===== config.mk =====
export PLATFORM = sky130hd
export DESIGN_NAME = mse_mae_loss_and_gradient
export DESIGN_NICKNAME = d
export VERILOG_FILES = /design/src/rtl/lmg_pkg.sv /design/src/rtl/mse_mae_loss_and_gradient.sv /design/src/rtl/lmg_alu.sv /design/src/rtl/lmg_ctrl.sv
export SDC_FILE = /design/constraint.sdc
export NUM_CORES = 1
export LEC_CHECK = 0
export ABC_AREA = 1
export BUFFER_PORTS_ARGS = -buffer_cell sky130_fd_sc_hd__buf_2
export CAP_MARGIN = 25
export CORE_MARGIN = 10
export CORE_UTILIZATION = 35
export CTS_CLUSTER_DIAMETER = 120
export CTS_CLUSTER_SIZE = 30
export DETAILED_ROUTE_END_ITERATION = 10
export SYNTH_ARGS = -nofsm -noshare
export SYNTH_HDL_FRONTEND = slang
export SYNTH_SLANG_ARGS = --single-unit

===== constraint.sdc =====
create_clock -name i_clk -period 9.9 [get_ports i_clk]
set_clock_uncertainty 0.1 [all_clocks]
set_input_delay 1.98 -clock i_clk [delete_from_list [all_inputs] [get_ports i_clk]]
set_output_delay 1.98 -clock i_clk [all_outputs]
set_load 0.005 [all_outputs]

===== src/rtl/lmg_pkg.sv =====
// Shared types and constants for the MSE/MAE loss and gradient block.
// Used by every module of the block; depends on nothing.
package lmg_pkg;

    // Fixed widths of the result fields and of the running sum.
    localparam int GRAD_W = 18;
    localparam int LOSS_W = 32;
    localparam int SUM_W  = 48;

    // Result stream packing: gradient in the low bits, loss above it, padded to bytes.
    localparam int OUT_LOSS_LSB = GRAD_W;
    localparam int OUT_TDATA_W  = ((GRAD_W + LOSS_W + 7) / 8) * 8;
    localparam int OUT_TUSER_W  = 2;
    localparam int TUSER_LOSS_VALID = 0;
    localparam int TUSER_TOO_LONG   = 1;

    // Loss mode register codes.
    localparam logic MODE_MSE = 1'b0;
    localparam logic MODE_MAE = 1'b1;

    // One whole unit in Q10.8, used by the absolute-error gradient.
    localparam logic signed [GRAD_W-1:0] GRAD_POS_ONE = 18'sd256;
    localparam logic signed [GRAD_W-1:0] GRAD_NEG_ONE = -18'sd256;

    typedef enum logic {
        ALU_ADD,
        ALU_SUB
    } t_alu_op;

    typedef enum logic [2:0] {
        ST_IDLE,
        ST_DIFF,
        ST_MAG,
        ST_MUL,
        ST_ACC,
        ST_DIV,
        ST_DONE
    } t_state;

    // Step strobes from the sequencer to the datapath.
    typedef struct packed {
        logic in_ready;
        logic do_diff;
        logic do_mag;
        logic do_mul;
        logic do_acc;
        logic do_div;
        logic do_done;
    } t_ctrl;

endpackage


===== src/rtl/mse_mae_loss_and_gradient.sv =====
// Top level of the mean squared / mean absolute error loss and gradient block.
// Instantiates lmg_ctrl and lmg_alu and uses constants and types from lmg_pkg.
//
//  Channel   | Direction | Handshake                        | Payload
//  ----------+-----------+----------------------------------+------------------------------------
//  s_axis    | in        | i_s_axis_tvalid/o_s_axis_tready  | tdata {target, predicted}, tlast
//  m_axis    | out       | o_m_axis_tvalid/i_m_axis_tready  | tdata {loss, gradient}, tuser flags
//  cfg       | in        | i_cfg_valid/o_cfg_ready          | i_cfg_data = loss mode
//
// The difference, magnitude, square, accumulate and divide steps share one adder/subtractor,
// one operation per cycle. An absolute-error item steps through difference, magnitude,
// accumulate and hand-off; a squared-error item adds the bit-serial square of the difference
// magnitude. The item marked last adds a restoring division of the 48-bit sum, one quotient bit per cycle.
// Reset is synchronous and active low; it clears the mode, the batch sum, count and
// overflow flag. A stalled result waits in the output register and holds the sequencer.
module mse_mae_loss_and_gradient #(
    parameter int DATA_WIDTH = 16,
    parameter int COUNT_BITS = 16
) (
    input  logic                               i_clk,
    input  logic                               i_rst_n,
    // Input stream.
    input  logic                               i_s_axis_tvalid,
    output logic                               o_s_axis_tready,
    // tdata fields from bit 0 up: predicted, target, zero padding.
    input  logic [((2*DATA_WIDTH+7)/8)*8-1:0] i_s_axis_tdata,
    input  logic                               i_s_axis_tlast,
    // Result stream.
    output logic                               o_m_axis_tvalid,
    input  logic                               i_m_axis_tready,
    // tdata fields from bit 0 up: gradient (18), loss (32), zero padding.
    output logic [lmg_pkg::OUT_TDATA_W-1:0]    o_m_axis_tdata,
    // tuser fields from bit 0 up: loss_valid, too_long.
    output logic [lmg_pkg::OUT_TUSER_W-1:0]    o_m_axis_tuser,
    // Configuration write channel.
    input  logic                               i_cfg_valid,
    output logic                               o_cfg_ready,
    input  logic                               i_cfg_data
);

    // Difference and magnitude width, square width and the shared adder width.
    localparam int MW = DATA_WIDTH + 1;
    localparam int PW = 2 * MW;
    localparam int AW = ((PW > lmg_pkg::SUM_W + 1) ? PW : lmg_pkg::SUM_W + 1) + 1;
    localparam int GW = (DATA_WIDTH + 2 > lmg_pkg::GRAD_W) ? DATA_WIDTH + 2 : lmg_pkg::GRAD_W;
    localparam logic signed [GW-1:0] GRAD_HI = GW'(2 ** (lmg_pkg::GRAD_W - 1) - 1);
    localparam logic signed [GW-1:0] GRAD_LO = GW'(-(2 ** (lmg_pkg::GRAD_W - 1)));

    lmg_pkg::t_ctrl w_ctrl;

    // Configuration register; the port always accepts.
    logic r_mode;

    // Item registers.
    logic [DATA_WIDTH-1:0] r_pred, r_targ;
    logic                  r_last;
    logic [MW-1:0]         r_diff;
    logic [MW-1:0]         r_mag;
    logic [MW-1:0]         r_mplr;
    logic [PW-1:0]         r_prod;

    // Batch state.
    logic [lmg_pkg::SUM_W-1:0] r_sum;
    logic [COUNT_BITS-1:0]     r_count;
    logic                      r_ovf;

    // Division registers: r_quo starts as the dividend and fills with quotient bits.
    logic [lmg_pkg::SUM_W-1:0] r_quo;
    logic [COUNT_BITS-1:0]     r_rem;

    // Output register.
    logic                              r_out_valid;
    logic [lmg_pkg::GRAD_W-1:0]        r_grad;
    logic [lmg_pkg::LOSS_W-1:0]        r_loss;
    logic                              r_loss_valid;
    logic                              r_too_long;

    logic                      w_out_free;
    logic [AW-1:0]             w_a, w_b, w_res;
    lmg_pkg::t_alu_op          w_op;
    logic [COUNT_BITS:0]       w_rem_shift;
    logic [lmg_pkg::SUM_W-1:0] w_sum_next;
    logic signed [GW-1:0]      w_dext, w_twice;
    logic [lmg_pkg::GRAD_W-1:0] w_grad;
    logic [lmg_pkg::LOSS_W-1:0] w_loss;

    assign o_cfg_ready = 1'b1;
    assign w_out_free  = !r_out_valid || i_m_axis_tready;
    assign w_rem_shift = {r_rem, r_quo[lmg_pkg::SUM_W-1]};

    lmg_ctrl #(
        .MUL_STEPS (MW),
        .DIV_STEPS (lmg_pkg::SUM_W)
    ) u_ctrl (
        .i_clk      (i_clk),
        .i_rst_n    (i_rst_n),
        .i_in_valid (i_s_axis_tvalid),
        .i_mode     (r_mode),
        .i_last     (r_last),
        .i_out_free (w_out_free),
        .o_ctrl     (w_ctrl)
    );

    // Operand selection for the shared adder, one operation per sequencer step.
    always_comb begin
        w_a  = '0;
        w_b  = '0;
        w_op = lmg_pkg::ALU_ADD;
        priority if (w_ctrl.do_diff) begin
            w_a  = AW'($signed(r_pred));
            w_b  = AW'($signed(r_targ));
            w_op = lmg_pkg::ALU_SUB;
        end else if (w_ctrl.do_mag) begin
            w_b  = AW'($signed(r_diff));
            w_op = lmg_pkg::ALU_SUB;
        end else if (w_ctrl.do_mul) begin
            // Shift-add square, multiplier bits taken from the top down.
            w_a = AW'({r_prod[PW-2:0], 1'b0});
            w_b = r_mplr[MW-1] ? AW'(r_mag) : '0;
        end else if (w_ctrl.do_acc) begin
            w_a = AW'(r_sum);
            w_b = (r_mode == lmg_pkg::MODE_MSE) ? AW'(r_prod) : AW'(r_mag);
        end else if (w_ctrl.do_div) begin
            w_a  = AW'(w_rem_shift);
            w_b  = AW'(r_count);
            w_op = lmg_pkg::ALU_SUB;
        end else begin
            w_a = '0;
        end
    end

    lmg_alu #(
        .WIDTH (AW)
    ) u_alu (
        .i_a      (w_a),
        .i_b      (w_b),
        .i_op     (w_op),
        .o_result (w_res)
    );

    // The sum saturates instead of wrapping.
    assign w_sum_next = (|w_res[AW-1:lmg_pkg::SUM_W]) ? '1 : w_res[lmg_pkg::SUM_W-1:0];

    // Gradient: twice the difference clamped to the field, or its sign in whole units.
    assign w_dext  = GW'($signed(r_diff));
    assign w_twice = {w_dext[GW-2:0], 1'b0};

    always_comb begin
        if (r_mode == lmg_pkg::MODE_MAE) begin
            if (r_diff == '0) begin
                w_grad = '0;
            end else if (r_diff[MW-1]) begin
                w_grad = lmg_pkg::GRAD_NEG_ONE;
            end else begin
                w_grad = lmg_pkg::GRAD_POS_ONE;
            end
        end else if (w_twice > GRAD_HI) begin
            w_grad = GRAD_HI[lmg_pkg::GRAD_W-1:0];
        end else if (w_twice < GRAD_LO) begin
            w_grad = GRAD_LO[lmg_pkg::GRAD_W-1:0];
        end else begin
            w_grad = w_twice[lmg_pkg::GRAD_W-1:0];
        end
    end

    // The mean is reported only on the last element and clamps at the top of the field.
    always_comb begin
        if (!r_last) begin
            w_loss = '0;
        end else if (|r_quo[lmg_pkg::SUM_W-1:lmg_pkg::LOSS_W]) begin
            w_loss = '1;
        end else begin
            w_loss = r_quo[lmg_pkg::LOSS_W-1:0];
        end
    end

    // Control and batch state.
    always_ff @(posedge i_clk) begin
        if (!i_rst_n) begin
            r_mode      <= lmg_pkg::MODE_MSE;
            r_sum       <= '0;
            r_count     <= '0;
            r_ovf       <= 1'b0;
            r_out_valid <= 1'b0;
        end else begin
            if (i_cfg_valid) begin
                r_mode <= i_cfg_data;
            end
            if (w_ctrl.do_acc) begin
                r_sum <= w_sum_next;
                if (r_count != '1) begin
                    r_count <= r_count + COUNT_BITS'(1);
                end else begin
                    r_ovf <= 1'b1;
                end
            end
            if (w_ctrl.do_done && r_last) begin
                r_sum   <= '0;
                r_count <= '0;
                r_ovf   <= 1'b0;
            end
            if (w_ctrl.do_done) begin
                r_out_valid <= 1'b1;
            end else if (i_m_axis_tready) begin
                r_out_valid <= 1'b0;
            end
        end
    end

    // Datapath registers.
    always_ff @(posedge i_clk) begin
        if (w_ctrl.in_ready && i_s_axis_tvalid) begin
            r_pred <= i_s_axis_tdata[DATA_WIDTH-1:0];
            r_targ <= i_s_axis_tdata[2*DATA_WIDTH-1:DATA_WIDTH];
            r_last <= i_s_axis_tlast;
        end
        if (w_ctrl.do_diff) begin
            r_diff <= w_res[MW-1:0];
        end
        if (w_ctrl.do_mag) begin
            r_mag  <= r_diff[MW-1] ? w_res[MW-1:0] : r_diff;
            r_mplr <= r_diff[MW-1] ? w_res[MW-1:0] : r_diff;
            r_prod <= '0;
        end
        if (w_ctrl.do_mul) begin
            r_prod <= w_res[PW-1:0];
            r_mplr <= {r_mplr[MW-2:0], 1'b0};
        end
        if (w_ctrl.do_acc) begin
            r_quo <= w_sum_next;
            r_rem <= '0;
        end
        if (w_ctrl.do_div) begin
            // A negative trial keeps the shifted remainder and gives a zero quotient bit.
            r_rem <= w_res[AW-1] ? w_rem_shift[COUNT_BITS-1:0] : w_res[COUNT_BITS-1:0];
            r_quo <= {r_quo[lmg_pkg::SUM_W-2:0], ~w_res[AW-1]};
        end
        if (w_ctrl.do_done) begin
            r_grad       <= w_grad;
            r_loss       <= w_loss;
            r_loss_valid <= r_last;
            r_too_long   <= r_ovf;
        end
    end

    assign o_s_axis_tready = w_ctrl.in_ready;
    assign o_m_axis_tvalid = r_out_valid;
    assign o_m_axis_tdata  = lmg_pkg::OUT_TDATA_W'({r_loss, r_grad});
    assign o_m_axis_tuser  = {r_too_long, r_loss_valid};

endmodule


===== src/rtl/lmg_alu.sv =====
// Adder/subtractor shared by the diff, magnitude, square, sum and divide steps.
// Depends on lmg_pkg for the operation code.
module lmg_alu #(
    parameter int WIDTH = 50
) (
    input  logic [WIDTH-1:0]     i_a,
    input  logic [WIDTH-1:0]     i_b,
    input  lmg_pkg::t_alu_op     i_op,
    output logic [WIDTH-1:0]     o_result
);

    logic [WIDTH-1:0] w_b;

    always_comb begin
        unique case (i_op)
            lmg_pkg::ALU_SUB: w_b = ~i_b;
            default:          w_b = i_b;
        endcase
    end

    assign o_result = i_a + w_b + WIDTH'(i_op == lmg_pkg::ALU_SUB);

endmodule


===== src/rtl/lmg_ctrl.sv =====
// Sequencer of the loss block: steps one item through difference, magnitude,
// shift-add square, accumulate, restoring divide and result hand-off. Uses lmg_pkg.
module lmg_ctrl #(
    parameter int MUL_STEPS = 17,
    parameter int DIV_STEPS = 48
) (
    input  logic           i_clk,
    input  logic           i_rst_n,
    input  logic           i_in_valid,
    input  logic           i_mode,
    input  logic           i_last,
    input  logic           i_out_free,
    output lmg_pkg::t_ctrl o_ctrl
);

    localparam int MAX_STEPS = (MUL_STEPS > DIV_STEPS) ? MUL_STEPS : DIV_STEPS;
    localparam int ITER_W    = (MAX_STEPS > 1) ? $clog2(MAX_STEPS) : 1;

    lmg_pkg::t_state r_state, n_state;
    logic [ITER_W-1:0] r_iter, n_iter;
    logic w_mul_end, w_div_end;

    assign w_mul_end = (r_iter == ITER_W'(MUL_STEPS - 1));
    assign w_div_end = (r_iter == ITER_W'(DIV_STEPS - 1));

    // Next state.
    always_comb begin
        n_state = r_state;
        unique case (r_state)
            lmg_pkg::ST_IDLE: if (i_in_valid) n_state = lmg_pkg::ST_DIFF;
            lmg_pkg::ST_DIFF: n_state = lmg_pkg::ST_MAG;
            lmg_pkg::ST_MAG: begin
                n_state = (i_mode == lmg_pkg::MODE_MSE) ? lmg_pkg::ST_MUL : lmg_pkg::ST_ACC;
            end
            lmg_pkg::ST_MUL: if (w_mul_end) n_state = lmg_pkg::ST_ACC;
            lmg_pkg::ST_ACC: n_state = i_last ? lmg_pkg::ST_DIV : lmg_pkg::ST_DONE;
            lmg_pkg::ST_DIV: if (w_div_end) n_state = lmg_pkg::ST_DONE;
            lmg_pkg::ST_DONE: if (i_out_free) n_state = lmg_pkg::ST_IDLE;
            default: n_state = lmg_pkg::ST_IDLE;
        endcase
    end

    // Step counter runs only in the multiply and divide loops.
    always_comb begin
        if (r_state == lmg_pkg::ST_MUL || r_state == lmg_pkg::ST_DIV) begin
            n_iter = r_iter + ITER_W'(1);
        end else begin
            n_iter = '0;
        end
    end

    // Outputs.
    always_comb begin
        o_ctrl          = '0;
        o_ctrl.in_ready = (r_state == lmg_pkg::ST_IDLE);
        o_ctrl.do_diff  = (r_state == lmg_pkg::ST_DIFF);
        o_ctrl.do_mag   = (r_state == lmg_pkg::ST_MAG);
        o_ctrl.do_mul   = (r_state == lmg_pkg::ST_MUL);
        o_ctrl.do_acc   = (r_state == lmg_pkg::ST_ACC);
        o_ctrl.do_div   = (r_state == lmg_pkg::ST_DIV);
        o_ctrl.do_done  = (r_state == lmg_pkg::ST_DONE) && i_out_free;
    end

    always_ff @(posedge i_clk) begin
        if (!i_rst_n) begin
            r_state <= lmg_pkg::ST_IDLE;
            r_iter  <= '0;
        end else begin
            r_state <= n_state;
            r_iter  <= n_iter;
        end
    end

endmodule


Word level (Yosys, flattened, before mapping)
Cells that the tools add are included.

Register bits after elaboration: 310. Latch bits: 0. Bits in writable memories: 0. ROM bits: 0. Bits of input ports: 39. Output and inout bits: 61. Logic and storage cells: 106. Memories: 0.

$add $sub $neg: 4. Multipliers: 0. Divide/modulo/power cells: 0. Magnitude comparators: 2. Equality and inequality tests: 13. Shift-type cells: 0. Multiplexer cells: 44. Bitwise gates (word level): 4. Reductions and logical operators: 18.

Operators with widths (count): two-way mux 48 bit (6); two-way mux 50 bit (4); two-way mux 34 bit (5); two-way mux 18 bit (5); two-way mux 17 bit (5); two-way mux 16 bit (4); adder 50 x 1 -> 50 bit (1); adder 50 bit (1); NOT 50 bit (1); two-way mux 32 bit (1); case mux 3 bit (7 select lines) (1); > comparator 18 bit (second input constant) (1); < comparator 18 bit (second input constant) (1); logical NOT 17 bit (1); adder 16 x 1 -> 16 bit (second input constant) (1); inequality test 16 bit (second input constant) (1); OR reduction 16 bit (1); two-way mux 3 bit (5); equality test 3 bit (second input constant) (3); two-way mux 1 bit (7); adder 6 x 1 -> 6 bit (second input constant) (1); equality test 3 x 2 -> 1 bit (second input constant) (2); equality test 6 x 5 -> 1 bit (second input constant) (1); equality test 6 bit (second input constant) (1); other kinds (13) (25).

Longest topological paths before layout
Word-level depth: 14. Gate-level depth with buffers: 31. Gate-level depth less buffers: 30.

Cells and area by module
A second synthesis with hierarchy kept.

Cells, all modules: 2572. Area, all modules: 19424.9 um^2.

Modules (own cells, without submodules): mse_mae_loss_and_gradient (instances 1, cells an instance 1550, area an instance 14119.8 um^2, seq. area each 8328.0 um^2); lmg_alu (instances 1, cells an instance 940, area an instance 4772.1 um^2, seq. area each 0.0 um^2); lmg_ctrl (instances 1, cells an instance 82, area an instance 533.0 um^2, seq. area each 180.2 um^2).

Worst setup path after synthesis
No wires, ideal clock.

Path type: input to register. From: in i_m_axis_tready. To: reg r_sum[40] (netlist name). Library setup time: 116 ps. Arrival: 7859 ps. Required time: 9684 ps. Path slack: 1825 ps. Stages: 8. Buffers on the path: 1. Cells stage by stage: nor2_1 > nor4_1 > nand2_1 > nand2_1 > clkinv_1 > clkbuf_1 > o211ai_1 > inv_1.

RTL lines: from (decl) (RTL line mse_mae_loss_and_gradient.sv:30) `input logic i_m_axis_tready,`; to (signal assigned) (RTL line mse_mae_loss_and_gradient.sv:190) `r_sum <= w_sum_next;`; to (decl) (RTL line mse_mae_loss_and_gradient.sv:63) `logic [lmg_pkg::SUM_W-1:0] r_sum;`.

Final worst setup path
From: reg r_diff[16]. To: reg r_quo[13] (netlist name), data pin.

Cells in the longest elaborated chain, start to end: 10.

RTL lines: from (decl) (RTL line mse_mae_loss_and_gradient.sv:57) `logic [MW-1:0] r_diff;`; from (signal assigned) (RTL line mse_mae_loss_and_gradient.sv:218) `r_diff <= w_res[MW-1:0];`; two-way mux 50 bit (*) (RTL line mse_mae_loss_and_gradient.sv:113) `end else if (w_ctrl.do_mag) begin`; two-way mux 50 bit (*) (RTL line mse_mae_loss_and_gradient.sv:109) `priority if (w_ctrl.do_diff) begin`; NOT 50 bit (RTL line lmg_alu.sv:16) `lmg_pkg::ALU_SUB: w_b = ~i_b;`; two-way mux 50 bit (*) (RTL line lmg_alu.sv:15) `unique case (i_op)`; adder 50 bit (*) (RTL line lmg_alu.sv:21) `assign o_result = i_a + w_b + WIDTH'(i_op == lmg_pkg::ALU_SUB);`; adder 50 x 1 -> 50 bit (*) (RTL line lmg_alu.sv:21); OR reduction 2 bit (*) (RTL line mse_mae_loss_and_gradient.sv:142) `assign w_sum_next = (|w_res[AW-1:lmg_pkg::SUM_W]) ? '1 : w_res[lmg_pkg::SUM_W-1:0];`; two-way mux 48 bit (*) (RTL line mse_mae_loss_and_gradient.sv:142); two-way mux 48 bit (*) (RTL line mse_mae_loss_and_gradient.sv:229) `if (w_ctrl.do_acc) begin`; two-way mux 48 bit (*) (RTL line mse_mae_loss_and_gradient.sv:233) `if (w_ctrl.do_div) begin`; to (signal assigned) (RTL line mse_mae_loss_and_gradient.sv:230) `r_quo <= w_sum_next;`; to (signal assigned) (RTL line mse_mae_loss_and_gradient.sv:236) `r_quo <= {r_quo[lmg_pkg::SUM_W-2:0], ~w_res[AW-1]};`; to (decl) (RTL line mse_mae_loss_and_gradient.sv:68) `logic [lmg_pkg::SUM_W-1:0] r_quo;`.

Mark *: on every way between the ends. The rest lies on a longest branch, timed or not. The select of a mux whose other input is x is not followed. A chain may end at the register's enable or synchronous reset.

==> reports/metrics.yaml <==
status: "finished clean"
drv_slew: 0
grt_usage_pct: 18.04
postCtsResizedCells: 0
die_area_sq_mm: 0.05909
rsz0062_at_grt: "false"
layout_worst_path_cycle_share_pct: 62.80
cp_max_fo: 71
vias_per_cell: 5.316
fill_cells: 5157
grt_pass1_wl_microns: 85510
area_growth_pct: 8.699
dpl.cell_count: 2788
core-area_sq_mm: 0.04905
critPathCaptureType: "register"
setup_tns_ps: 0
grt_pass1_vias: 14210
finalSetupViolCount: 0
final_layout_size_suffix_gt1_share_pct: 7.528
ctsHtreeMaxLevel: 1
relSlewSlack_pct: 34.08
grt_overflow: 0
layout.nets: 2234
worstSkewPairLatency_ps: 550
cts_setup_buffers: 0
yosys.cell_types.count: 48
hold_violations: 0
clock_path_buffers: 3
seqCellArea_sq_mm: 0.008508
synthCells: 2109
cts.root.buffer_cell: "clkbuf_16"
dr.pass1.iters: 5
cp.arrival_ps: 6380
synth_warnings: 0
hold_buffers: 0
cts-buffers-inserted: 15
die_y_microns: 243.1
antenna_found_initial: 0
ys_ff_latch: 309
postSynthAreaPerCell_sq_um: 8.259
num_rows: 81
detail-route-antenna-nets: 0
remaining_drc_errors: 0
routedWlPerCell_microns: 19.60
netlist_area_sq_mm: 0.01742
cp.required_ps: 10070
period_needed_ps: 6217
hpwl_microns: 41210
critical_path_class: "register to register"
io_buffers: 91
fp.dieW_microns: 243.1
slowest_delay_ps: 630
synth-edff-count: 232
maxCapViolations: 0
cts.clk_slew.worst_paths_ps: 120
clock-sinks: 309
synth_flop_cell: "edfxtp_1"
multiInputGateArea_sq_mm: 0.007300
fmax_ghz: 0.1609
tightest_slew_ps: 985.5
antenna_cells: 0
path_common_cell: "nand2_1"
stdcell_count: 2816
r2r_slack_ps: 3680
grt_max_degree: 79
gp_congestion: 0.9814
startpoint_type: "register"
synth-async-reset-ratio_pct: 0
drt_iter0_drc: 1509
cp_cell_sequence: "clkinv_1 > o21ai_0 > nand2_1 > nand2_1 > inv_1 > or2_2 > ha_1 > a21oi_1 > inv_1 > a31oi_1 > o21ai_0 > a21oi_1 > nand2_2 > nand3_1 > nand2_1 > nand2_1 > nand2_2 > nor2_8 > buf_16 > inv_2 > nor2_1 > o21ai_0"
ios: 100
dr_total_vias: 14970
start_util_pct: 35.51
detail_route.wirelength_microns: 55200
slowest_stage: "clkinv_1"
worst_hold_path_type: "register to register"
yosysSeqAreaShare_pct: 48.85
cts_tree: "built"
[logic make-up (layout without fill, tap and decap cells)]
family	after synthesis	in the layout	share of synthesized area, %
AND/OR/NAND/NOR	736	736	17.58
AO/OA/AOI/OAI	544	544	17.79
buffers and inverters	418	455	9.468
flip-flops	309	309	48.85
adder cells (fa/ha/maj)	52	52	3.778
XOR/XNOR	48	48	2.500
other	2	8	0.04312
[worst paths after layout]
path	from	to	cells past startpoint
worst max register to register	r_diff[16]$_DFFE_PP_	r_quo[13]$_DFFE_PN_	22
worst min-delay path	r_ovf$_SDFFE_PP0P_	r_too_long$_DFFE_PP_	0
worst min register to register	r_ovf$_SDFFE_PP0P_	r_too_long$_DFFE_PP_	0
worst max-delay path	r_diff[16]$_DFFE_PP_	r_quo[13]$_DFFE_PN_	22
[cell usage after synthesis (all sizes together), types with 11 or more instances]
cell type	count	area share, %
a21o	15	0.65
o21ai	236	6.8
o22ai	25	0.90
nand4	17	0.61
dfxtp	77	8.8
o211ai	33	1.4
nor4	15	0.54
edfxtp	232	40
a21oi	145	4.2
xor2	39	2.0
buf	35	1.2
a22o	11	0.55
nor3	23	0.66
nor2	230	5.2
clkbuf	64	1.4
ha	51	3.7
nand2	360	7.8
a31oi	35	1.3
inv	315	6.8
nand3	76	2.2
[area by class of cell]
class | count | share of cell area [%]
Timing Repair Buffer | 110 | 3.331
Tap cell | 664 | 4.388
Multi-Input combinational cell | 1388 | 38.55
Clock buffer | 20 | 2.082
Inverter | 319 | 6.324
Clock inverter | 6 | 0.3833
Sequential cell | 309 | 44.94
[critical path, delay by kind of cell (launching register included)]
| family | cells | cell delay (ps) |
|---|---|---|
| buffers and inverters | 5 | 1680 |
| AOI/OAI and AO/OA | 6 | 1100 |
| and+or+nand+nor | 10 | 2130 |
| adders and majority gates | 1 | 360 |
| DFF | 1 | 560 |
[stage by stage]
step           util (%)  hold WS (ps)  setup WS [ps]  area [sq um]
2_1_floorplan         -         309.0           1825         17440
3_3_place_gp      37.55         318.1           3288         18420
3_5_place_dp      37.55         322.4           3263         18420
4_1_cts           38.50         350.1           3221         18890
5_1_grt           38.60         365.6           3131         18930
6_report          38.60         352.1           3683         18930
[placed cells by master (no fill, tap or decap), types with 23 or more instances in the layout]
cell	count
nand2_1	355
inv_1	305
edfxtp_1	232
nor2_1	224
o21ai_0	217
a21oi_1	145
buf_2	91
dfxtp_1	77
nand3_1	76
ha_1	51
xor2_1	37
a31oi_1	35
o211ai_1	33
o22ai_1	25
nor3_1	23
[state kept, by name, indices dropped and copies added, names as in the netlist]
name,flops
r_rem,16
r_sum,48
r_count,16
r_mag,17
r_ovf,1
r_loss,32
r_too_long,1
r_grad,17
r_quo,48
r_mplr,17
u_ctrl.r_iter,6
r_mode,1
r_pred,16
r_loss_valid,1
r_last,1
r_targ,16
o_m_axis_tvalid,1
r_diff,17
r_prod,34
u_ctrl.r_state,3
[metal layers]
metal / GRT usage [%] / wire length [microns] / up-vias
met5: 0 / 0 / -
met4: 3.345 / 750 / 0
met3: 2.559 / 4269 / 54
met2: 27.58 / 23760 / 569
met1: 26.64 / 26420 / 7165
li1: - / - / 7183
Power is not shown: default switching activity piles up to over one toggle a cycle in this logic, so the estimate is an artifact.
